[src/rtl/core/wrmf_pkg.sv]
`timescale 1ns / 1ps
`default_nettype none

package wrmf_pkg;

    localparam int MAX_WIDTH_DEF  = 2048;
    localparam int MAX_RADIUS_DEF = 3;
    localparam int QUEUE_DEPTH    = 4;

    localparam logic [1:0] CFG_MODE   = 2'd0;
    localparam logic [1:0] CFG_RADIUS = 2'd1;
    localparam logic [1:0] CFG_WIDTH  = 2'd2;
    localparam logic [1:0] CFG_HEIGHT = 2'd3;

    localparam logic [1:0] MODE_MEDIAN = 2'd0;
    localparam logic [1:0] MODE_MEAN   = 2'd1;
    localparam logic [1:0] MODE_MIN    = 2'd2;
    localparam logic [1:0] MODE_MAX    = 2'd3;

    typedef struct packed {
        logic [7:0] in_red;
        logic [7:0] in_green;
        logic [7:0] in_blue;
    } pixel_t;

    typedef struct packed {
        logic [10:0] centre_column;
        logic [15:0] centre_row;
        logic [7:0]  out_blue;
        logic [7:0]  out_green;
        logic [7:0]  out_red;
        logic        frame_last;
    } result_t;

    typedef struct packed {
        logic [1:0] mode;
        logic [1:0] radius;
    } filt_cfg_t;

    typedef enum logic [2:0] {
        BK_IDLE,
        BK_SCAN,
        BK_DRAIN,
        BK_STEP,
        BK_DIV,
        BK_OUT
    } back_state_t;

endpackage

`default_nettype wire

[src/rtl/core/wrmf_fifo.sv]
`timescale 1ns / 1ps
`default_nettype none

module wrmf_fifo #(
    parameter int WIDTH = 8,
    parameter int DEPTH = wrmf_pkg::QUEUE_DEPTH
) (
    input  wire logic             clk,
    input  wire logic             rst_n,
    input  wire logic             push,
    input  wire logic [WIDTH-1:0] push_data,
    output logic                  full,
    input  wire logic             pop,
    output logic      [WIDTH-1:0] pop_data,
    output logic                  empty
);

    localparam int PW = (DEPTH > 1) ? $clog2(DEPTH) : 1;
    localparam int NW = $clog2(DEPTH + 1);

    logic [WIDTH-1:0] slot_reg [DEPTH];
    logic [PW-1:0]    wr_ptr_reg;
    logic [PW-1:0]    rd_ptr_reg;
    logic [NW-1:0]    count_reg;

    assign full     = (count_reg == NW'(DEPTH));
    assign empty    = (count_reg == '0);
    assign pop_data = slot_reg[rd_ptr_reg];

    always_ff @(posedge clk)
    begin
        if (push)
        begin
            slot_reg[wr_ptr_reg] <= push_data;
        end
    end

    always_ff @(posedge clk or negedge rst_n)
    begin
        if (!rst_n)
        begin
            wr_ptr_reg <= '0;
            rd_ptr_reg <= '0;
            count_reg  <= '0;
        end
        else
        begin
            if (push)
            begin
                wr_ptr_reg <= (wr_ptr_reg == PW'(DEPTH - 1)) ? '0 : wr_ptr_reg + PW'(1);
            end
            if (pop)
            begin
                rd_ptr_reg <= (rd_ptr_reg == PW'(DEPTH - 1)) ? '0 : rd_ptr_reg + PW'(1);
            end
            if (push && !pop)
            begin
                count_reg <= count_reg + NW'(1);
            end
            else if (pop && !push)
            begin
                count_reg <= count_reg - NW'(1);
            end
        end
    end

endmodule

`default_nettype wire

[config.mk]
export PLATFORM = sky130hd
export DESIGN_NAME = wrmf_fifo
export DESIGN_NICKNAME = d
export VERILOG_FILES = /design/src/rtl/core/wrmf_pkg.sv /design/src/rtl/core/wrmf_fifo.sv
export SDC_FILE = /design/constraint.sdc
export NUM_CORES = 1
export LEC_CHECK = 0
export ABC_AREA = 1
export BUFFER_PORTS_ARGS = -buffer_cell sky130_fd_sc_hd__buf_2
export CELL_PAD_IN_SITES_DETAIL_PLACEMENT = 1
export CELL_PAD_IN_SITES_GLOBAL_PLACEMENT = 2
export CORE_MARGIN = 2
export CORE_UTILIZATION = 36
export CTS_BUF_LIST = sky130_fd_sc_hd__clkbuf_8
export CTS_CLUSTER_DIAMETER = 100
export DETAILED_ROUTE_END_ITERATION = 8
export PLACE_DENSITY_LB_ADDON = 0.1
export SLEW_MARGIN = 20
export SYNTH_ARGS = -nofsm -noshare
export SYNTH_HDL_FRONTEND = slang
export SYNTH_SLANG_ARGS = --single-unit
[constraint.sdc]
create_clock -name clk -period 2.1 [get_ports clk]
set_input_delay 0.105 -clock clk [delete_from_list [all_inputs] [get_ports clk]]
set_output_delay 0.105 -clock clk [all_outputs]
set_load 0.005 [all_outputs]
# After elaboration in Yosys (flattened, before gate mapping)
# Memory sizes are Yosys's and may differ from the RTL's.
# Index checks and enable logic that the tools add are counted.
# word_totals
latch_bits	0
ram_bits	32
rom_bits	0
n_memories	1
ff_bits	7
inputBits	12
output_inout_bits	10
elab_cells	23
# op_classes
multipliers	0
n_eq_ne	3
muxes	6
bitwise	0
div_mod_pow	0
n_addsub	4
shift	0
n_reduce_logical	6
magnitude_cmp	0
# mem_list
memory	words	width	read_ports	rd_clocked_by_memory_dff	wr	line	source
slot_reg	4	8	1	0	1	wrmf_fifo.sv:21	logic [WIDTH-1:0] slot_reg [DEPTH];
# op_table
operator	n
$mux W3	2
$add A2 B1 Y2 const B	2
$eq A2 B2 Y1 const B	2
$mux W2	2
$add A3 B1 Y3 const B	1
$eq A3 B3 Y1 const B	1
$logic_not A3 Y1	1
$sub A3 B1 Y3 const B	1
$logic_and A1 B1 Y1	2
$logic_not A1 Y1	2
$mux W1	2
$reduce_bool A2 Y1	1

# Logic depth before layout (Yosys ltp)
# Gate-level depths: netlist of run 1.
# depth
word_depth	4
mapped_depth	9
ltp_nobuf	9

# Least setup slack after synthesis of run 1
# Ideal clock, no wire load.
# synth_path
path_kind	register to register
from	register count_reg[0]
to	register count_reg[2]
slack_ns	0.900
arrival_ns	1.083
stages_incl_launch_ff	6
setup_ns	0.117
synth_period_minus_slack_ns	1.200
n_path_buf	0
required_time_ns	1.983
cell_sequence	dfrtp_1 > fa_1 > nand2_1 > nand3_1 > nand2_1 > nand2_1
# synth_between
elab_chain_len	3
word_cells_on_any_way	4
cone_classes	add/sub: 2; mux: 2
# synth_rtl
element	line	source
start, declared	wrmf_fifo.sv:24	logic [NW-1:0] count_reg;
start signal, assigned	wrmf_fifo.sv:58	count_reg <= count_reg + NW'(1);
start signal, assigned	wrmf_fifo.sv:62	count_reg <= count_reg - NW'(1);
$sub A3 B1 Y3	wrmf_fifo.sv:62	
$mux W3	wrmf_fifo.sv:60	else if (pop && !push)
$mux W3 *	wrmf_fifo.sv:56	if (push && !pop)
# Mark *: on every way between the ends. The rest lies on a longest branch, timed or not. The select of a mux whose other input is x is not followed.
# A chain may end at the register's enable or synchronous reset.

# Final worst setup path of run 1
# layout_path
from	register rd_ptr_reg[0]
to	output pop_data[6]
# layout_between
elab_chain_len	1
# layout_rtl
element	line	source
start, declared	wrmf_fifo.sv:23	logic [PW-1:0] rd_ptr_reg;
start signal, assigned	wrmf_fifo.sv:54	rd_ptr_reg <= (rd_ptr_reg == PW'(DEPTH - 1)) ? '0 : rd_ptr_reg + PW'(1);
$mem_v2 Z4 W8	n/a	
end, declared	wrmf_fifo.sv:14	output logic [WIDTH-1:0] pop_data,
# No other way between the ends.

==> results of run 1 <==
cells in the final DEF (no fill, tap or decap):
master / instances
nand2_1: 38
edfxtp_1: 32
inv_1: 29
buf_2: 21
o211ai_1: 16
dfrtp_1: 7
ha_1: 6
clkbuf_8: 5
o21ai_0: 4
inv_2: 2
nor3_1: 2
xnor2_1: 1
a21oi_1: 1
nor2_1: 1
nand3_1: 1
nand4_1: 1
fa_1: 1
clkinv_2: 1
dlygate4sd3_1: 1
cell usage after synthesis, drive strengths merged:
| master | n |
|---|---|
| fa | 1 |
| buf | 4 |
| o211ai | 16 |
| nand2 | 38 |
| nand3 | 1 |
| ha | 6 |
| dfrtp | 7 |
| inv | 29 |
| xnor2 | 1 |
| a21oi | 1 |
| nor2 | 1 |
| o21ai | 4 |
| nand4 | 1 |
| edfxtp | 32 |
| nor3 | 2 |
logic make-up (layout without fill, tap and decap cells):
kind of cell | Yosys count | in the layout | synth area share
AOI/OAI and AO/OA | 21 | 21 | 0.0852
xor gates and xnor gates | 1 | 1 | 0.00514
adders and majority gates | 7 | 7 | 0.0558
buffers and inverters | 33 | 59 | 0.0882
DFF | 39 | 39 | 0.667
and+or+nand+nor | 43 | 43 | 0.0985
metal layers:
metal	track usage	vias to the layer above	share of wire
met5	0	-	0
met4	0.0700	0	0.021
met3	0.0414	6	0.029
met2	0.267	17	0.54
met1	0.162	546	0.41
li1	-	530	-
final cells by class:
cell class	instances	area, um^2
clock buffer	5	68.8
clock inverter	3	12.5
fill	510	2700
inverter	29	109
multi-input combinational	72	417
sequential	39	1140
tap	54	67.6
timing repair buffer	22	115
worst max path at each step:
stage | startpoint | end | slack [ns]
finish | rd_ptr_reg[0] | pop_data[6] | 0.42
global placement | wr_ptr_reg[1] | slot_reg[1][1] | 0.79
global route | rd_ptr_reg[0] | pop_data[6] | 0.27
floorplan | count_reg[0] | count_reg[2] | 0.90
CTS | rd_ptr_reg[0] | pop_data[6] | 0.40
detailed placement | rd_ptr_reg[0] | pop_data[6] | 0.71
what timing repair did:
action | CTS | global route
gates resized for setup | 0 | 0
hold buffers | 1 | 0
hold endpoints to repair | 7 | 0
setup endpoints to repair | 0 | 0
buffers inserted | 0 | 0
stage by stage:
step	worst slack, ns	util	hold WS [ns]
2_1_floorplan	0.900	-	-0.191
6_report	0.420	0.416	0.0379
5_1_grt	0.269	0.416	0.0322
3_5_place_dp	0.714	0.396	-0.0510
3_3_place_gp	0.787	0.396	-0.0513
4_1_cts	0.395	0.416	0.0266
power breakdown:
group | switching (mW) | internal [mW]
Sequential | 0.130 | 1.03
Clock | 0.239 | 0.223
Combinational | 0.456 | 0.283
==> results.md, run 1 <==
* Total CTS buffers at 5
* Maxcap violations at 0
* Largest net degree at the start of global routing at 34
* # IOs at 22
* Leakage at 0.871 nW
* First-pass GRT wire length at 5.64 mm
* Reg clk slew, reported paths at 0.07 ns
* Post-route cell area at 1930 um^2
* Placer's final routability congestion estimate at 0.674
* Status: complete, no violations
* Post-DP Area at 1830 um^2
* CTS tree: built
* Layout cells sized above 1 at 0.171
* Syn nets at 163
* Nets at 188
* Drt wl/cell at 15.4 um
* GRT Util Overall at 0.149
* Mapped Cells at 144
* Vias in the first global route at 1164
* WP depth at 5
* Syn avg cell area at 11.8 um^2
* Worst Hold End: slot_reg[3][0]
* Relative slew slack at 0.645
* Total power draw at 2.36 mW
* Tmin final at 1.68 ns
* DR pass1 iterations at 4
* Register area share after synthesis at 0.667
* Final WL at 3.44 mm
* Worst path max stage delay at 0.41 ns
* Clk_skew at 0.00318 ns
* RSZ-0062 raised after global routing: no
* Antenna-violating nets left at 0
* Clk Latency, worst-skew pair at 0.28 ns
* Final cycle utilization of the critical path at 0.800
* Yosys warning count at 0
* # placed instances at 215
* Synth cell types at 17
* PortBufs at 21
* CP Data Required Time at 2.00 ns
* Worst-path fanout max at 33
* P&R area growth vs syn at 13.1%
* Vias per cell at 4.91
* Critical path, cell by cell: inv_2, nand2_1, o211ai_1, nand2_1, buf_2
* Final Hold Fails at 0
* Post-route DRC violation count at 0
* Most frequent CP cell: nand2_1
* Max-slew violations at 0
* Clock buffer depth at 2
* DR iter-0 viols at 40
* H-tree Lvls at 2
* Crit path DAT at 1.57 ns
* Grt ovf at 0
* R2r endpoint: slot_reg[1][4]
* Max Fclk at 595 MHz
* Core Box Area at 4630 um^2
* Hold Path Class: input pin to flop
* Reg2reg setup slack at 0.76 ns
* Max FFs per register at 32
* Non-filler instance count after layout at 224
* Row count at 25
* Antenna Diode Count at 0
* Clock sinks at 39
* Initial Utilization at 0.368
* Reg2Reg Launch Point: wr_ptr_reg[1]
* Least-Margin Pin Slew at 0.532 ns
* Maximum VDD drop at 0.000461 V
* Die Height at 72.8 um
* Post-synthesis cell area at 1700 um^2
* Critical-path top delay cell: dfrtp_1
* Seq cells post-synth at 39
* Post-DP HPWL at 2.51 mm
* CTS root buf: clkbuf_8
* Initial antenna violation count at 0
* Startpoint types: flop
* Die area at 5300 um^2
* Hold depth at 1
* Cells on worst reg2reg path at 4
* PD cells at 1220 nW/um^2
* Worst Path Class, Setup: flop to output port
* Vias at 1099
* Crit-path leading delay family: buffers and inverters
* Hold path start: push_data[0]
* Crit path capture type: output port
* Final setup viols at 0
* Yosys top cell by area: edfxtp_1
* Top cell type's share of synthesized area at 0.564
* Die X at 72.8 um
* Crit path buffers/inverters at 2
* Synth area leaders: edfxtp_1 (56%), dfrtp_1 (10%), nand2_1 (8.4%)
* Setup TNS at 0 ns
No activity file was read; power rests on OpenSTA's default activity.
==> run 2: changes to the inputs <==
Settings changed: ABC_AREA 1 to 0.
Clock period 2.1 ns to 1.73 ns, I/O delays scaled along.
==> results.md, run 2 <==
* Syn nets at 98
* Tmin final at 1.55 ns
* Vias per cell at 4.61
* Worst path max stage delay at 0.51 ns
* DR pass1 iterations at 3
* Yosys warning count at 0
* Die X at 70.0 um
* Final cycle utilization of the critical path at 0.894
* Total CTS buffers at 5
* Maximum VDD drop at 0.000657 V
* Clk Latency, worst-skew pair at 0.28 ns
* Row count at 24
* Clock sinks at 39
* Async S/R FF share, synth at 0.179
* Most frequent cells in the layout: edfxtp_1 (32), buf_2 (21), mux4_2 (8)
* Critical-path top delay cell: mux4_2
* Post-DP HPWL at 1.83 mm
* CTS root buf: clkbuf_8
* CTS tree: built
* Grt met1 use at 0.136
* Final setup viols at 0
* Layout Utilization at 0.439
* Antenna-violating nets left at 0
* Clock buffer depth at 2
* Initial Utilization at 0.368
* Final WL at 2.62 mm
* GRT Max-Usage Layer: met2
* CP Data Required Time at 1.64 ns
* DR iter-0 viols at 35
* RSZ-0062 raised after global routing: no
* Leading cell type in the layout, fill and taps excluded: edfxtp_1
* Hold Path Class: input pin to flop
* Grt ovf at 0
* GRT Util Overall at 0.120
* Startpoint types: flop
* Worst-path fanout max at 6
* Max-slew violations at 0
* Die area at 4910 um^2
* Ys flop type: edfxtp_1
* Critical path, cell by cell: buf_4, mux4_2, buf_2
* PD cells at 1520 nW/um^2
* Reg2reg setup slack at 0.34 ns
* Relative slew slack at 0.700
* Initial antenna violation count at 0
* PortBufs at 21
* Post-route DRC violation count at 0
* Nets at 130
* Final Hold Fails at 0
* Setup TNS at 0 ns
* Met3 usage at 0.0418
* H-tree Lvls at 2
* Synth area leaders: edfxtp_1 (61%), mux4_2 (11%), dfrtp_1 (11%)
* Vias at 756
* Least-Margin Pin Slew at 0.450 ns
* Filler cells at 432
* Top cell type's share of synthesized area at 0.612
* Post-synthesis cell area at 1570 um^2
* List of most frequent post-synthesis cells: edfxtp_1 (32), mux4_2 (8), dfrtp_1 (7)
* Antenna Diode Count at 0
* Syn avg cell area at 19.9 um^2
* Clk_skew at 0.00810 ns
* Status: complete, no violations
* Layout cells sized above 1 at 0.393
* Cells on worst reg2reg path at 4
* GRT met2 Usage at 0.211
* Crit path DAT at 1.46 ns
* # IOs at 22
* Leakage at 0.718 nW
* Max FFs per register at 32
* Worst Path Class, Setup: flop to output port
* Mapped Cells at 79
* Seq cells post-synth at 39
* Max Fclk at 646 MHz
* Hold depth at 1
* First-pass GRT wire length at 4.31 mm
* Maxcap violations at 0
* Yosys top cell by area: edfxtp_1
* Number of flops mapped to enable cells by yosys at 32
* Reg clk slew, reported paths at 0.07 ns
* Vias in the first global route at 836
* PostCTS Resize Cnt at 0
* Register area share after synthesis at 0.724
* Drt wl/cell at 16.0 um
* Most frequent cell after synthesis: edfxtp_1
* Die Height at 70.0 um
* P&R area growth vs syn at 19.2%
* Crit path capture type: output port
* Largest net degree at the start of global routing at 12
* Placer's final routability congestion estimate at 0.699
* Core Box Area at 4260 um^2
* Synth cell types at 18
[run 2: through the flow]
step	cells	worst slack, ns	hold slack (ns)	total power [mW]	instance area, um^2
after floorplan	79	0.435	-0.209	1.92	1570
after global placement	155	0.362	-0.0670	2.24	1760
after detailed placement	155	0.315	-0.0565	2.25	1760
after CTS	164	0.150	0.0107	2.91	1870
after global routing	164	0.105	0.0115	3.05	1870
final	164	0.183	0.0222	2.85	1870
[run 2: worst max-delay path: cells and delay by family (launching register included)]
kind / cells / cell delay (ns)
DFF: 1 / 0.35
buffers and inverters: 2 / 0.31
muxes: 1 / 0.51
[run 2: report_power, final]
group          switching (mW)  leakage, nW  internal, mW
Clock                   0.291       0.0557         0.358
Sequential              0.135        0.377          1.23
Combinational           0.362        0.286         0.472
[run 2: final timing paths]
check,to,startpoint
max,pop_data[1],rd_ptr_reg[0]
min,slot_reg[2][1],push_data[1]
max reg2reg,count_reg[2],count_reg[0]
min reg2reg,count_reg[2],count_reg[2]
max in group asynchronous,rd_ptr_reg[0],rst_n
min in group asynchronous,count_reg[1],rst_n
[run 2: layout make-up]
cell class | instances | area (um^2) | area share
clock buffers | 7 | 96.3 | 0.0515
multi-input cells | 33 | 399 | 0.213
flip-flops and latches | 39 | 1140 | 0.607
inverters | 5 | 18.8 | 0.0100
repair buffers | 27 | 153 | 0.0816
clock inverters | 1 | 3.75 | 0.00201
well taps | 52 | 65.1 | 0.0348
[run 2: cell families (layout without fill, tap and decap cells)]
| kind of cell | count (synthesis) | after routing | share of synthesized area |
|---|---|---|---|
| AOI/OAI and AO/OA | 2 | 2 | 0.00637 |
| xor gates and xnor gates | 3 | 3 | 0.0167 |
| adders and majority gates | 7 | 7 | 0.0606 |
| buffers and inverters | 7 | 40 | 0.0223 |
| DFF | 39 | 39 | 0.724 |
| muxes | 11 | 11 | 0.136 |
| and+or+nand+nor | 10 | 10 | 0.0343 |
[run 2: layer usage]
metal / vias to the layer above / wire length, um
met2: 19 / 1340
met5: - / 0
met1: 372 / 1140
li1: 363 / -
met3: 2 / 115
met4: 0 / 21
[run 2: repair_timing]
item	in CTS	in global routing
setup buffers	0	0
hold endpoints to repair	7	0
hold buffers	1	0
