### config.mk
export PLATFORM = sky130hd
export DESIGN_NAME = wrmf_front
export DESIGN_NICKNAME = d
export VERILOG_FILES = /design/src/rtl/core/wrmf_pkg.sv /design/src/rtl/core/wrmf_front.sv
export SDC_FILE = /design/constraint.sdc
export NUM_CORES = 1
export LEC_CHECK = 0
export ABC_CLOCK_PERIOD_IN_PS = 9900
export BUFFER_PORTS_ARGS = -buffer_cell sky130_fd_sc_hd__buf_4
export CORE_MARGIN = 2
export CORE_UTILIZATION = 30
export CTS_BUF_LIST = sky130_fd_sc_hd__clkbuf_16
export DETAILED_ROUTE_END_ITERATION = 7
export PLACE_DENSITY = 0.6
export SLEW_MARGIN = 10
export SYNTH_ARGS = -nofsm -noshare
export SYNTH_HDL_FRONTEND = slang
export SYNTH_SLANG_ARGS = --single-unit
### constraint.sdc
create_clock -name clk -period 9.9 [get_ports clk]
set_input_delay 0 -clock clk [delete_from_list [all_inputs] [get_ports clk]]
set_output_delay 0 -clock clk [all_outputs]
set_load 0.01 [all_outputs]
### src/rtl/core/wrmf_pkg.sv
`timescale 1ns / 1ps
`default_nettype none

package wrmf_pkg;

    localparam int MAX_WIDTH_DEF  = 2048;
    localparam int MAX_RADIUS_DEF = 3;
    localparam int QUEUE_DEPTH    = 4;

    localparam logic [1:0] CFG_MODE   = 2'd0;
    localparam logic [1:0] CFG_RADIUS = 2'd1;
    localparam logic [1:0] CFG_WIDTH  = 2'd2;
    localparam logic [1:0] CFG_HEIGHT = 2'd3;

    localparam logic [1:0] MODE_MEDIAN = 2'd0;
    localparam logic [1:0] MODE_MEAN   = 2'd1;
    localparam logic [1:0] MODE_MIN    = 2'd2;
    localparam logic [1:0] MODE_MAX    = 2'd3;

    typedef struct packed {
        logic [7:0] in_red;
        logic [7:0] in_green;
        logic [7:0] in_blue;
    } pixel_t;

    typedef struct packed {
        logic [10:0] centre_column;
        logic [15:0] centre_row;
        logic [7:0]  out_blue;
        logic [7:0]  out_green;
        logic [7:0]  out_red;
        logic        frame_last;
    } result_t;

    typedef struct packed {
        logic [1:0] mode;
        logic [1:0] radius;
    } filt_cfg_t;

    typedef enum logic [2:0] {
        BK_IDLE,
        BK_SCAN,
        BK_DRAIN,
        BK_STEP,
        BK_DIV,
        BK_OUT
    } back_state_t;

endpackage

`default_nettype wire

### src/rtl/core/wrmf_front.sv
`timescale 1ns / 1ps
`default_nettype none

module wrmf_front #(
    parameter int MAX_WIDTH  = wrmf_pkg::MAX_WIDTH_DEF,
    parameter int MAX_RADIUS = wrmf_pkg::MAX_RADIUS_DEF,
    localparam int CW    = $clog2(MAX_WIDTH),
    localparam int RB    = $clog2(2 * MAX_RADIUS + 2),
    localparam int JOB_W = CW + RB + 16 + 11 + 1
) (
    input  wire logic                clk,
    input  wire logic                rst_n,
    input  wire logic                cfg_wr_en,
    input  wire logic [1:0]          cfg_index,
    input  wire logic [15:0]         cfg_wdata,
    input  wire logic                in_valid,
    output logic                     in_ready,
    input  wire wrmf_pkg::pixel_t    in_pix,
    output logic                     job_push,
    input  wire logic                job_full,
    output logic [JOB_W-1:0]         job_data,
    input  wire logic                pipe_empty,
    output logic                     mem_wr_en,
    output logic [RB+CW-1:0]         mem_wr_addr,
    output wrmf_pkg::pixel_t         mem_wr_data,
    output wrmf_pkg::filt_cfg_t      filt_cfg
);

    localparam int EW = $clog2(MAX_WIDTH + 1);
    localparam int XW = (EW > 12) ? EW : 12;

    logic [1:0]    mode_reg;
    logic [1:0]    radius_reg;
    logic [11:0]   width_reg;
    logic [15:0]   height_reg;
    logic [CW-1:0] col_reg;
    logic [15:0]   row_reg;

    logic [EW-1:0] eff_w;
    logic [15:0]   eff_h;
    logic [1:0]    eff_r;
    logic [2:0]    two_r;
    logic          emit;
    logic          col_last;
    logic          row_last;
    logic          accept;

    always_comb
    begin
        if (width_reg == '0)
        begin
            eff_w = EW'(1);
        end
        else if (XW'(width_reg) > XW'(MAX_WIDTH))
        begin
            eff_w = EW'(MAX_WIDTH);
        end
        else
        begin
            eff_w = EW'(width_reg);
        end
        eff_h = (height_reg == '0) ? 16'd1 : height_reg;
        eff_r = ({1'b0, radius_reg} > 3'(MAX_RADIUS)) ? 2'(MAX_RADIUS) : radius_reg;
    end

    assign two_r    = {eff_r, 1'b0};
    assign emit     = (row_reg >= 16'(two_r)) && (col_reg >= CW'(two_r));
    assign col_last = ((EW'(col_reg) + EW'(1)) == eff_w);
    assign row_last = (row_reg == eff_h - 16'd1);

    // Outside a run of emitting pixels in one row, the back end must be empty so
    // that no pending window read meets a line store write to the same entry.
    assign in_ready = !job_full && ((emit && (col_reg != '0)) || pipe_empty);
    assign accept   = in_valid && in_ready;

    assign job_push    = accept && emit;
    assign job_data    = {col_reg, row_reg[RB-1:0], row_reg - 16'(eff_r),
                          11'(col_reg - CW'(eff_r)), row_last && col_last};
    assign mem_wr_en   = accept;
    assign mem_wr_addr = {row_reg[RB-1:0], col_reg};
    assign mem_wr_data = in_pix;

    assign filt_cfg.mode   = mode_reg;
    assign filt_cfg.radius = eff_r;

    always_ff @(posedge clk or negedge rst_n)
    begin
        if (!rst_n)
        begin
            mode_reg   <= wrmf_pkg::MODE_MEDIAN;
            radius_reg <= 2'd1;
            width_reg  <= 12'd640;
            height_reg <= 16'd480;
            col_reg    <= '0;
            row_reg    <= '0;
        end
        else if (cfg_wr_en)
        begin
            case (cfg_index)
                wrmf_pkg::CFG_MODE:
                begin
                    mode_reg <= cfg_wdata[1:0];
                end
                wrmf_pkg::CFG_RADIUS:
                begin
                    radius_reg <= cfg_wdata[1:0];
                    col_reg    <= '0;
                    row_reg    <= '0;
                end
                wrmf_pkg::CFG_WIDTH:
                begin
                    width_reg <= cfg_wdata[11:0];
                    col_reg   <= '0;
                    row_reg   <= '0;
                end
                wrmf_pkg::CFG_HEIGHT:
                begin
                    height_reg <= cfg_wdata;
                    col_reg    <= '0;
                    row_reg    <= '0;
                end
                default:
                begin
                end
            endcase
        end
        else if (accept)
        begin
            if (col_last)
            begin
                col_reg <= '0;
                row_reg <= row_last ? 16'd0 : row_reg + 16'd1;
            end
            else
            begin
                col_reg <= col_reg + CW'(1);
            end
        end
    end

endmodule

`default_nettype wire

=== After elaboration in Yosys (flattened, before gate mapping) ===
Cells that the tools add are included.

* Add/subtract/negate cells: 6
* Multiply operators: 0
* Divide/modulo/power cells: 0
* $lt $le $gt $ge: 3
* Equal/unequal tests: 6
* Shift-type cells: 0
* Muxes and demuxes: 12
* Bitwise gates (word level): 0
* Reduce and logical (&&, ||, !) cells: 21

{| class="wikitable"
|+ Operators with widths
! cell !! count
|-
| $mux W16 || 6
|-
| $mux W11 || 4
|-
| $mux W12 || 2
|-
| $add A16 B1 Y16 const B || 1
|-
| $eq A16 B16 Y1 || 1
|-
| $ge A16 B3 Y1 || 1
|-
| $logic_not A16 Y1 || 1
|-
| $sub A16 B1 Y16 const B || 1
|-
| $sub A16 B2 Y16 || 1
|-
| $add A11 B1 Y12 const B || 1
|-
| $eq A12 B12 Y1 || 1
|-
| $gt A12 B12 Y1 const B || 1
|-
| $logic_not A12 Y1 || 1
|-
| $add A11 B1 Y11 const B || 1
|-
| $ge A11 B3 Y1 || 1
|-
| $reduce_bool A11 Y1 || 1
|-
| $sub A11 B2 Y11 || 1
|-
| $reduce_and A2 Y1 || 5
|-
| $logic_and A1 B1 Y1 || 6
|-
| $eq A2 B2 Y1 const B || 2
|-
| $reduce_bool A2 Y1 || 2
|-
| $reduce_and A3 Y1 || 1
|-
| $reduce_or A3 Y1 || 1
|-
| $eq A2 B1 Y1 const B || 1
|-
| 4 further kinds || 4
|}

* Register bits: 59
* Latch bits: 0
* Memory bits (writable): 0
* ROM bits: 0
* Bits of input ports: 48
* Output and inout bits: 87
* Memories: 0

=== Longest topological paths before layout ===
Gate-level depths: netlist (run 1).

* Depth in word-level cells: 8
* Mapped depth: 16
* Mapped depth without buffers: 12

=== Worst setup path after synthesis (run 1) ===
OpenSTA, ideal clock, no wires.

* Path type: register to register
* From: register height_reg[4]
* To: register row_reg[2]
* Arrival: 3669 ps
* Required time: 9766 ps
* Slack: 6097 ps
* Cell stages (with the launch flop): 17
* Clock period less this slack: 3803 ps
* Path through: dfrtp_1 -> clkbuf_1 -> or3_1 -> clkbuf_1 -> nor4_1 -> a21oi_1 -> ha_1 -> or3b_1 -> clkbuf_1 -> nor3_1 -> xnor2_1 -> o211ai_1 -> nor4_1 -> a41oi_1 -> buf_2 -> a32oi_1 -> o31ai_2

* Cells in the longest elaborated chain, start to end: 8

{| class="wikitable"
|+ Ends and longest elaborated chain
! element !! line !! text
|-
| start: declaration || wrmf_front.sv:35 || <nowiki>logic [15:0] height_reg;</nowiki>
|-
| start signal: assignment || wrmf_front.sv:118 || <nowiki>height_reg <= cfg_wdata;</nowiki>
|-
| $logic_not A16 Y1 || wrmf_front.sv:62 || <nowiki>eff_h = (height_reg == '0) ? 16'd1 : height_reg;</nowiki>
|-
| $mux W16 * || wrmf_front.sv:62 ||
|-
| $sub A16 B1 Y16 * || wrmf_front.sv:69 || <nowiki>assign row_last = (row_reg == eff_h - 16'd1);</nowiki>
|-
| $eq A16 B16 Y1 * || wrmf_front.sv:69 ||
|-
| $mux W16 * || wrmf_front.sv:132 || <nowiki>row_reg <= row_last ? 16'd0 : row_reg + 16'd1;</nowiki>
|-
| $mux W16 * || wrmf_front.sv:129 || <nowiki>if (col_last)</nowiki>
|-
| $mux W16 * || wrmf_front.sv:127 || <nowiki>else if (accept)</nowiki>
|-
| $mux W16 * || wrmf_front.sv:97 || <nowiki>else if (cfg_wr_en)</nowiki>
|-
| end signal: assignment || wrmf_front.sv:132 ||
|-
| end: declaration || wrmf_front.sv:37 || <nowiki>logic [15:0] row_reg;</nowiki>
|}

Every way passes the cells marked *; elsewhere a longest branch is shown, timed or not. The select of a mux whose other input is x is not followed.
A chain may end at the register's enable or synchronous reset.

=== Worst setup path after layout (run 1) ===
* From: register height_reg[0]
* To: output port job_data[0]

* Cells in the longest elaborated chain, start to end: 5

{| class="wikitable"
|+ Ends and longest elaborated chain
! element !! line !! text
|-
| $logic_not A16 Y1 || wrmf_front.sv:62 ||
|-
| $mux W16 * || wrmf_front.sv:62 ||
|-
| $sub A16 B1 Y16 * || wrmf_front.sv:69 ||
|-
| $eq A16 B16 Y1 * || wrmf_front.sv:69 ||
|-
| $logic_and A1 B1 Y1 * || wrmf_front.sv:78 || <nowiki>11'(col_reg - CW'(eff_r)), row_last && col_last};</nowiki>
|-
| end: declaration || wrmf_front.sv:21 || <nowiki>output logic [JOB_W-1:0] job_data,</nowiki>
|}

Every way passes the cells marked *; elsewhere a longest branch is shown, timed or not.

==> qor.yml, run 1 <==
logic_synthesis:
  synth_seq_area_share_pct: 30.8
  yosys.area.top_type: "dfrtp_1"
  synthFlopType: "dfrtp_1"
  yosys-top-cells-area: "dfrtp_1 (27%), mux2_2 (7.5%), buf_4 (6.8%)"
  syn_inst: 543
  syn_nets: 605
  synthAdderAreaFrac_pct: 3.94
  ys_warn_count: 0
  synth-xor-area-share_pct: 9.95
  synth_compound_area_share_pct: 12.1
  synth_edf_count: 0
  synth_simple_gate_area_share_pct: 22.0
  syn_area_per_cell_um2: 8.89
  syn_area_um2: 4830
  synth_seq_cells: 59
  synth_top_family_by_area: "simple AND/OR/NAND/NOR gates"
  synth_cell_types: 61
  synth_top_area_share_pct: 27.0
  synthArstFlopShare_pct: 100
  synth.area.mux_share_pct: 8.92
finish:
  final_common_cell: "buf_4"
  final_cell_mix: "buf_4 (88), dfrtp_1 (52), xnor2_1 (36)"
  fin_nets: 647
  layout-drive-gt1-share_pct: 26.6
  n_antenna_cell: 0
  area_growth_pct: 19.0
  fin_util_pct: 36.3
worst_setup_path:
  crit_chain: "or4_1 -> nor4_1 -> a21oi_1 -> ha_1 -> or3b_1 -> nor3_1 -> xnor2_1 -> o211ai_1 -> nor4_1 -> nand4_1 -> nor2_1 -> buf_4"
  cp.required_ns: 9.90
  start_kind: "flip-flop"
  end_kind: "output pin"
  rr_startpoint: "height_reg[0]$_DFFE_PN0P_"
  critPathMostFrequentCell: "nor4_1"
  crit_path_max_fanout: 6
  regToRegEndpoint: "row_reg[2]$_DFFE_PN0P_"
  criticalPathCategory: "reg -> out"
  critPathArrivalTime_ns: 3.96
  cpPeakStageDelay_ns: 0.63
  rrSetupSlack_ns: 5.99
  crit_slowest_cell: "or4_1"
  ff2ff_path_depth: 13
timing:
  rsz0062_at_grt: "no"
  period_needed_ns: 3.96
  maxSlewViolCount: 0
  finalClockSkew_ns: 0.00759
  fmax_ghz: 0.253
  setup_viol: 0
  maxSlewHeadroom_pct: 43.0
  period_share_pct: 40.0
  finalWorstSetupSlack_ns: 5.94
  tightest_slew_ns: 0.853
  fin_tns_setup_ns: 0
  finalHoldViolCount: 0
detailed_routing:
  drc_errors: 0
  wl_per_cell_um: 16.1
  ant_nets: 0
  vias_per_cell: 5.19
  dr.pass1.iters: 5
  first_iter_violations: 357
  via_count: 4185
  routed_wl_um: 13000
floorplanning:
  core_um2: 15800
  die_w_um: 131
  die-area_um2: 17100
  rows: 46
  ios: 135
  die_h_um: 131
  initial_core_util_pct: 30.5
cts:
  htree_levels: 3
  clk_pin_slew_ns: 0.05
  clkSinkCount: 59
  clockBufferDepth: 2
  cts-resized-gates: 0
  cts-root-buf: "clkbuf_16"
  clkLatencyLatePin_ns: 0.33
  numCtsBuffers: 9
  cts_tree: "yes"
min_path:
  hold_path.class: "in -> out"
  min_from: "in_pix[16]"
  hold_path_end: "mem_wr_data[16]"
  whs_path_depth: 0
global_route:
  grt_use_total_pct: 15.4
  antenna_found_initial: 0
  grt_pass1_vias: 3970
  grt_pass1_wl_um: 20700
  gr-total-overflow: 0
  grt_max_degree: 60
pwr:
  power_w: 0.00107
  power_density_nw_per_um2: 186
  vdd_drop_max_mv: 0.0909
  leakagePower_nw: 2.39
placed_design:
  globalplace.congestion: 0.883
  place_ws_ns: 6.04
  io_buffers: 86
  dp_hpwl_um: 9770
run:
  drv_cap: 0
status:
  outcome: "finished, final reports clean"
==> what timing repair did <==
action | 4_1_cts | 5_1_grt
setup buffers | 0 | 0
hold buffers | 17 | 0
hold endpoints to repair | 84 | 0
==> worst max path at each step <==
| stage | from | end | slack [ns] | depth (start not counted) |
|---|---|---|---|---|
| final | height_reg[0]$_DFFE_PN0P_ | job_data[0] | 5.94 | 12 |
| after global routing | height_reg[0]$_DFFE_PN0P_ | job_data[0] | 5.56 | 12 |
| after CTS | height_reg[0]$_DFFE_PN0P_ | job_data[0] | 5.93 | 12 |
| after detailed placement | height_reg[4]$_DFFE_PN0P_ | row_reg[2]$_DFFE_PN0P_ | 6.04 | 13 |
| after global placement | height_reg[4]$_DFFE_PN0P_ | row_reg[2]$_DFFE_PN0P_ | 6.12 | 13 |
| after floorplan | height_reg[4]$_DFFE_PN0P_ | row_reg[2]$_DFFE_PN0P_ | 6.10 | 16 |
==> routing by layer <==
layer  part of all wire, %  GRT usage, %
met4                   2.0          5.63
met5                     0             0
met3                   5.2          3.05
met1                    46          20.3
met2                    47          25.3
==> critical path: cells and delay by family (launching register included) <==
| family | cells | cell delay, ns |
|---|---|---|
| buf+inv | 1 | 0.15 |
| simple gates | 7 | 2.34 |
| xor+xnor | 1 | 0.14 |
| flops | 1 | 0.40 |
| compound gates | 2 | 0.32 |
| fa+ha+maj | 1 | 0.25 |
==> power by group <==
| group | total [W] | switching [W] | internal (W) |
|---|---|---|---|
| Combinational | 0.000394 | 0.000189 | 0.000205 |
| Sequential | 0.000369 | 0.0000859 | 0.000284 |
| Clock | 0.000303 | 0.000112 | 0.000191 |
| Total | 0.00107 | 0.000387 | 0.000679 |
==> cell usage after synthesis, types with 3 or more instances <==
cell	n
mux2_2	32
nand3b_1	5
dfrtp_1	52
buf_2	8
o31ai_1	6
a31oi_1	6
a21oi_1	7
nand4b_1	4
and2_1	6
dfstp_2	7
nor3b_1	4
mux2i_1	7
or4_1	9
o21ai_0	13
o211ai_1	5
inv_1	34
nor4_1	7
xnor2_1	36
nand4_1	10
or3_1	5
xor2_1	17
clkbuf_1	18
o22ai_1	10
nand2b_1	5
o311ai_0	3
nor3_1	15
a22oi_1	7
o31ai_2	3
a32oi_1	8
nand2_1	29
nor2b_1	7
buf_4	44
nand3_1	29
and3_1	10
nor2_1	32
ha_1	12
==> through the flow <==
stage	cell area, um2	hold WS, ns	cells
global route	5740	0.0000163	806
detailed placement	5290	0.0000686	773
CTS	5740	0.0000686	806
floorplan	4830	-0.296	543
finish	5740	0.00000443	806
global placement	5290	0.0000686	773
==> final cells by class <==
type                       instances  area, um2
timing repair buffer             105        831
multi-input combinational        376       2750
fill                            1610      10100
tap                              216        270
clock buffer                       9        225
clock inverter                     7       60.1
sequential                        59       1490
inverter                          34        128
==> logic make-up after synthesis <==
family | count (synthesis)
xor gates and xnor gates | 54
buffers and inverters | 108
AOI/OAI and AO/OA | 80
adders and majority gates | 14
muxes | 39
and+or+nand+nor | 189
DFF | 59
Note: power is estimated with default switching activity, not from simulation.
==> run 2: changes to the inputs <==
--- a/config.mk
+++ b/config.mk
@@ -5,13 +5,14 @@
 export SDC_FILE = /design/constraint.sdc
 export NUM_CORES = 1
 export LEC_CHECK = 0
-export ABC_CLOCK_PERIOD_IN_PS = 9900
+export ABC_AREA = 1
+export ABC_CLOCK_PERIOD_IN_PS = 3600
 export BUFFER_PORTS_ARGS = -buffer_cell sky130_fd_sc_hd__buf_4
 export CORE_MARGIN = 2
 export CORE_UTILIZATION = 30
 export CTS_BUF_LIST = sky130_fd_sc_hd__clkbuf_16
 export DETAILED_ROUTE_END_ITERATION = 7
-export PLACE_DENSITY = 0.6
+export PLACE_DENSITY = 0.61
 export SLEW_MARGIN = 10
 export SYNTH_ARGS = -nofsm -noshare
 export SYNTH_HDL_FRONTEND = slang
==> constraint.sdc (replaced) <==
create_clock -name clk -period 3.6 [get_ports clk]
set_input_delay 0 -clock clk [delete_from_list [all_inputs] [get_ports clk]]
set_output_delay 0 -clock clk [all_outputs]
set_load 0.01 [all_outputs]
==> qor.yml, run 2 <==
global_route:
  grt_pass1_wl_um: 24100  # +16%
  grt_use_total_pct: 16.7  # +1.2 points
  antenna_found_initial: 0  # unchanged
  gr-total-overflow: 0  # unchanged
  grt_max_degree: 60  # unchanged
  grt_pass1_vias: 4605  # +16%
cts:
  clk_pin_slew_ns: 0.06  # about the same
  clkLatencyLatePin_ns: 0.33  # about the same
  numCtsBuffers: 9  # unchanged
  htree_levels: 3  # unchanged
  clockBufferDepth: 2  # unchanged
  cts_setup_buffers: 0  # unchanged
  clkSinkCount: 59  # unchanged
  cts-root-buf: "clkbuf_16"
  cts_tree: "yes"
detailed_routing:
  vias_per_cell: 4.68  # -9.9%
  wl_per_cell_um: 14.3  # -11%
  via_count: 4980  # +19%
  drc_errors: 0  # unchanged
  first_iter_violations: 317  # -11%
  ant_nets: 0  # unchanged
  dr.pass1.iters: 5  # unchanged
  routed_wl_um: 15200  # +18%
logic_synthesis:
  synth_top_area_share_pct: 24.7  # -2.2 points
  synth_cell_types: 43  # -30%
  synthArstFlopShare_pct: 100  # unchanged
  syn_area_per_cell_um2: 6.67  # -25%
  synth.most_common_cell: "nand2_1"
  synth_edf_count: 0  # unchanged
  synth_seq_cells: 59  # unchanged
  yosys-top-cells-count: "nand2_1 (220), inv_1 (97), nor2_1 (71)"
  syn_nets: 851  # +41%
  yosys.area.top_type: "dfrtp_1"
  ys_warn_count: 0  # unchanged
  syn_area_um2: 5260  # +9.0%
  synth_seq_area_share_pct: 28.2  # -2.5 points
  syn_inst: 789  # +45%
  yosys-top-cells-area: "dfrtp_1 (25%), nand2_1 (16%), inv_1 (6.9%)"
  synthFlopType: "dfrtp_1"
worst_setup_path:
  cpPeakStageDelay_ns: 0.59  # -0.04 ns
  ff2ff_path_depth: 19  # +6
  start_kind: "flip-flop"
  end_kind: "output pin"
  crit_slowest_cell: "dfstp_2"
  crit_path_max_fanout: 13  # +7
  regToRegEndpoint: "row_reg[3]$_DFFE_PN0P_"
  crit_chain: "nor2_1 -> nand2_1 -> nor2_2 -> nand2_4 -> nand2_1 -> inv_1 -> ha_1 -> nand2_2 -> o21ai_0 -> nand2_1 -> a21boi_0 -> nand3b_1 -> nor2_1 -> nand3_1 -> nor2_1 -> nand2_1 -> nor2_1 -> buf_4"
  cp.required_ns: 3.60  # -6.30 ns
  criticalPathCategory: "reg -> out"
  critPathArrivalTime_ns: 3.16  # -0.80 ns
  rrSetupSlack_ns: 0.57  # -5.42 ns
  rr_startpoint: "height_reg[7]$_DFFE_PN1P_"
placed_design:
  dp_hpwl_um: 11600  # +19%
  globalplace.congestion: 0.928  # +5.1%
  place_ws_ns: 0.528  # -5.51 ns
  post-place-cells: 1034  # +34%
  place_area_um2: 5720  # +8.2%
  io_buffers: 86  # unchanged
floorplanning:
  rows: 48  # +4.3%
  die_h_um: 136  # +4.3%
  die-area_um2: 18600  # +8.7%
  ios: 135  # unchanged
  die_w_um: 136  # +4.3%
  initial_core_util_pct: 30.5  # about the same
  core_um2: 17200  # +8.9%
finish:
  n_antenna_cell: 0  # unchanged
  area_growth_pct: 17.6
  final_cell_mix: "nand2_1 (220), inv_1 (97), buf_4 (88)"
  layout-drive-gt1-share_pct: 17.5  # -9.1 points
  final_common_cell: "nand2_1"
  fin_nets: 896  # +38%
  fin_cells: 1064  # +32%
  stdcell_area_um2: 6180  # +7.6%
timing:
  finalWorstSetupSlack_ns: 0.439  # -5.50 ns
  fin_tns_setup_ns: 0  # unchanged
  setup_viol: 0  # unchanged
  period_needed_ns: 3.16
  rsz0062_at_grt: "no"
  maxSlewViolCount: 0  # unchanged
  finalClockSkew_ns: 0.00630  # -0.00129 ns
  period_share_pct: 87.8
  tightest_slew_ns: 0.993  # +0.140 ns
  finalHoldViolCount: 2  # +2
  whs_ns: -0.00891  # -0.00892 ns
  maxSlewHeadroom_pct: 33.6  # -9.4 points
  fmax_ghz: 0.316
status:
  violations: "hold timing"
  outcome: "finished, violations left"
min_path:
  hold_path_end: "width_reg[9]$_DFFE_PN1P_"
  min_from: "cfg_wdata[9]"
  whs_path_depth: 3  # +3
  hold_path.class: "in -> reg"
pwr:
  pwr-share-clk_pct: 29.0  # +0.6 points
  vdd_drop_max_mv: 0.213  # +130%
  sw_frac_of_total_pct: 39.3  # +3.0 points
  p_comb_share_pct: 42.8  # +5.9 points
  seq_power_share_pct: 28.2  # -6.4 points
  power_density_nw_per_um2: 522  # +180%
  power.switching_w: 0.00127  # +230%
  leakagePower_nw: 3.27  # +37%
  intPower_w: 0.00196  # +190%
run:
  drv_cap: 0  # unchanged
run 2: changes by cell type in the layout (fill, tap and decap cells not counted), moves of 8 or more:
| cell | change |
|---|---|
| a21oi_1 | +16 |
| a32oi_1 | -8 |
| and3_1 | -10 |
| inv_1 | +62 |
| mux2_2 | -30 |
| nand2_1 | +191 |
| nand3_1 | +40 |
| nor2_1 | +39 |
| o21ai_0 | +33 |
| or4_1 | -9 |
| xnor2_1 | -33 |
| xor2_1 | +11 |
run 2: worst max-delay path by stage:
stage	from	endpoint	depth (start not counted)
6_report	height_reg[7]$_DFFE_PN1P_	job_data[0]	18
4_1_cts	height_reg[5]$_DFFE_PN1P_	job_data[0]	18
5_1_grt	height_reg[5]$_DFFE_PN1P_	job_data[0]	18
3_3_place_gp	height_reg[6]$_DFFE_PN1P_	row_reg[0]$_DFFE_PN0P_	19
2_1_floorplan	height_reg[7]$_DFFE_PN1P_	row_reg[14]$_DFFE_PN0P_	19
3_5_place_dp	height_reg[5]$_DFFE_PN1P_	row_reg[6]$_DFFE_PN0P_	19
run 2: final cells by class:
type                            count  area (um2)
Clock buffer                        9         225
Clock inverter                      7        91.3
Fill cell                        1853       11100
Inverter                          100         375
Multi-Input combinational cell    562        2920
Sequential cell                    59        1490
Tap cell                          225         282
Timing Repair Buffer              102         801
run 2: cell families (layout without fill, tap and decap cells):
group	count (synthesis)	in the layout	synth area share (%)
AOI/OAI and AO/OA	88	88	9.32
buffers and inverters	168	218	16.3
muxes	2	2	0.428
xor gates and xnor gates	33	33	5.90
and+or+nand+nor	425	425	36.2
adders and majority gates	14	14	3.62
DFF	59	59	28.2
run 2: per-layer routing:
layer / track usage, % / up-vias / part of all wire (%)
met5: 0 / - / 0
met2: 25.4 / 125 / 43
met3: 2.98 / 13 / 4.7
met1: 24.3 / 2270 / 51
li1: - / 2572 / -
met4: 4.05 / 0 / 1.1
run 2: stage by stage:
stage               utilization (%)  power (W)
floorplan                         -    0.00180
global placement               33.2    0.00229
detailed placement             33.2    0.00229
CTS                            35.8    0.00325
global route                   35.9    0.00346
finish                         35.9    0.00322
run 2: what timing repair did:
| item | 4_1_cts | 5_1_grt |
|---|---|---|
| hold buffers | 14 | 0 |
| resized for setup | 0 | 1 |
| endpoints found under the hold margin | 72 | 0 |
| endpoints found under the setup margin | 0 | 1 |
run 2: power by group through the flow:
| stage | clock network (W) | logic (W) | registers, W |
|---|---|---|---|
| 5_1_grt | 0.000978 | 0.00156 | 0.000926 |
| 4_1_cts | 0.000949 | 0.00140 | 0.000907 |
| 3_3_place_gp | 0 | 0.00137 | 0.000916 |
| 2_1_floorplan | 0 | 0.000950 | 0.000853 |
| 6_report | 0.000936 | 0.00138 | 0.000909 |
| 3_5_place_dp | 0 | 0.00137 | 0.000917 |
run 2: critical path: cells and delay by family (launching register included):
family	cells	cell delay (ns)
simple gates	13	1.38
flops	1	0.59
compound gates	2	0.41
buf+inv	2	0.23
fa+ha+maj	1	0.22
==> run 3: changes to the inputs <==
--- a/config.mk
+++ b/config.mk
@@ -8,11 +8,13 @@
 export ABC_AREA = 1
 export ABC_CLOCK_PERIOD_IN_PS = 3600
 export BUFFER_PORTS_ARGS = -buffer_cell sky130_fd_sc_hd__buf_4
+export CELL_PAD_IN_SITES_DETAIL_PLACEMENT = 1
+export CELL_PAD_IN_SITES_GLOBAL_PLACEMENT = 1
 export CORE_MARGIN = 2
 export CORE_UTILIZATION = 30
 export CTS_BUF_LIST = sky130_fd_sc_hd__clkbuf_16
 export DETAILED_ROUTE_END_ITERATION = 7
-export PLACE_DENSITY = 0.61
+export PLACE_DENSITY = 0.79
 export SLEW_MARGIN = 10
 export SYNTH_ARGS = -nofsm -noshare
 export SYNTH_HDL_FRONTEND = slang
==> qor.yml, run 3 (synthesis gave the netlist of run 2 again) <==
pwr:
  p_comb_share_pct: 43.6  # +0.8 points
  leakagePower_nw: 3.26  # -0.33%
  sw_frac_of_total_pct: 41.0  # +1.6 points
  seq_power_share_pct: 28.6  # +0.4 points
  power_density_nw_per_um2: 519  # -0.44%
  pwr-share-clk_pct: 27.8  # -1.2 points
  power.switching_w: 0.00131  # +3.5%
  vdd_drop_max_mv: 0.234  # +9.9%
  power_w: 0.00320  # -0.66%
  intPower_w: 0.00189  # -3.3%
cts:
  htree_levels: 3  # unchanged
  clockBufferDepth: 2  # unchanged
  cts-root-buf: "clkbuf_16"
  clk_pin_slew_ns: 0.06  # about the same
  clkSinkCount: 59  # unchanged
  clkLatencyLatePin_ns: 0.34  # about the same
  numCtsBuffers: 9  # unchanged
  cts_setup_buffers: 0  # unchanged
  cts_tree: "yes"
worst_setup_path:
  ff2ff_path_depth: 20  # +1
  end_kind: "output pin"
  criticalPathCategory: "reg -> out"
  regToRegEndpoint: "row_reg[0]$_DFFE_PN0P_"
  crit_path_max_fanout: 13  # unchanged
  rrSetupSlack_ns: 0.47  # -0.10 ns
  crit_start: "height_reg[5]$_DFFE_PN1P_"
  rr_startpoint: "height_reg[5]$_DFFE_PN1P_"
  critPathArrivalTime_ns: 3.20  # +0.04 ns
  cp.required_ns: 3.60  # about the same
  crit_end: "job_data[0]"
  start_kind: "flip-flop"
floorplanning:
  initial_core_util_pct: 30.5  # unchanged
  die_w_um: 136  # unchanged
  core_um2: 17200  # unchanged
  rows: 48  # unchanged
  ios: 135  # unchanged
  die-area_um2: 18600  # unchanged
  die_h_um: 136  # unchanged
global_route:
  grt_max_degree: 60  # unchanged
  global_route.peak_usage_layer: "met2"
  gr-total-overflow: 0  # unchanged
  antenna_found_initial: 0  # unchanged
  gr-usage-met1_pct: 24.5  # +0.21 points
  use_met2_pct: 30.8  # +5.4 points
  grt_use_total_pct: 18.5  # +1.9 points
  use_met3_pct: 2.61  # -0.37 points
  grt_pass1_vias: 5066  # +10%
  grt_pass1_wl_um: 26800  # +11%
detailed_routing:
  vias_per_cell: 4.90  # +4.6%
  routed_wl_um: 16900  # +11%
  wl_per_cell_um: 15.9  # +11%
  via_count: 5210  # +4.6%
  ant_nets: 0  # unchanged
  drc_errors: 0  # unchanged
  dr.pass1.iters: 4  # -1
  first_iter_violations: 263  # -17%
timing:
  period_needed_ns: 3.20  # +0.0398 ns
  maxSlewViolCount: 0  # unchanged
  fin_tns_setup_ns: 0  # unchanged
  period_share_pct: 88.9  # +1.1 points
  setup_viol: 0  # unchanged
  rsz0062_at_grt: "no"
  fmax_ghz: 0.312  # -1.2%
  whs_ns: 0.00000281  # +0.00892 ns
  finalHoldViolCount: 0  # -2
  tightest_slew_ns: 0.927  # -0.0658 ns
  maxSlewHeadroom_pct: 38.0  # +4.4 points
  finalClockSkew_ns: 0.00639  # +0.0000852 ns
status:
  outcome: "finished, final reports clean"
min_path:
  hold_path.class: "in -> out"
finish:
  n_antenna_cell: 0  # unchanged
  fin_nets: 896  # unchanged
  final_common_cell: "nand2_1"
  final_cell_mix: "nand2_1 (220), inv_1 (97), buf_4 (88)"
  fill_cells: 2226  # +20%
  multi_input_area_um2: 2920  # unchanged
  seqCellArea_um2: 1490  # unchanged
  layout-drive-gt1-share_pct: 17.6  # +0.12 points
  area_growth_pct: 17.3
  stdcell_area_um2: 6170  # -0.22%
placed_design:
  place_area_um2: 5720  # unchanged
  io_buffers: 86  # unchanged
  globalplace.congestion: 0.906  # -2.4%
  dp_hpwl_um: 13000  # +12%
run:
  drv_cap: 0  # unchanged
-- run 3: changes by cell type in the layout (fill, tap and decap cells not counted) --
cell        delta
bufinv_16      -1
clkinv_1       -1
clkinv_2       -1
clkinv_4       +2
clkinvlp_4     +1
-- run 3: metal layers --
layer  part of all wire, %  vias up
li1                      -     2567
met1                    46     2494
met2                    47      122
met3                   3.9       27
met4                   2.3        0
met5                     0        -
-- run 3: worst min path at each step --
stage | cells past startpoint | from | end
final | 0 | in_pix[10] | mem_wr_data[10]
after global routing | 0 | in_pix[0] | mem_wr_data[0]
after floorplan | 0 | rst_n | col_reg[0]$_DFFE_PN0P_
after global placement | 0 | in_pix[12] | mem_wr_data[12]
after CTS | 0 | in_pix[12] | mem_wr_data[12]
after detailed placement | 0 | in_pix[12] | mem_wr_data[12]
-- run 3: layout make-up --
class                   instances  share of cell area, %
flip-flops and latches         59                   24.1
clock inverters                 7                   1.26
multi-input cells             562                   47.4
clock buffers                   9                   3.65
inverters                     100                   6.08
well taps                     225                   4.56
repair buffers                102                   13.0
-- run 3: timing repair --
| action | 4_1_cts | 5_1_grt |
|---|---|---|
| setup endpoints to repair | 0 | 1 |
| hold endpoints to repair | 71 | 0 |
| gates resized for setup | 0 | 1 |
| hold buffers | 14 | 0 |
-- run 3: power by group through the flow --
stage | combinational, W | sequential (W) | clock [W]
floorplan | 0.000950 | 0.000853 | 0
global placement | 0.00137 | 0.000918 | 0
detailed placement | 0.00139 | 0.000925 | 0
CTS | 0.00142 | 0.000914 | 0.000902
global route | 0.00156 | 0.000934 | 0.000933
finish | 0.00140 | 0.000915 | 0.000890
-- run 3: stage by stage --
stage	worst slack [ns]	utilization [%]	instances
2_1_floorplan	1.14	-	789
3_3_place_gp	0.627	33.2	1034
3_5_place_dp	0.485	33.2	1034
4_1_cts	0.308	35.8	1064
5_1_grt	0.103	35.8	1064
6_report	0.399	35.8	1064
-- run 3: worst max-delay path, cell delays in order (launching register included) --
cell and delay [ns]:
dfstp_2 0.57, nor2_1 0.07, nand2_1 0.14, nor2_2 0.07, nand2_4 0.16, nand2_1 0.09
inv_1 0.09, ha_1 0.23, nand2_2 0.10, o21ai_0 0.25, nand2_1 0.13, a21boi_0 0.17
nand3b_1 0.09, nor2_1 0.11, nand3_1 0.09, nor2_1 0.11, nand2_1 0.07, nor2_1 0.16
buf_4 0.15
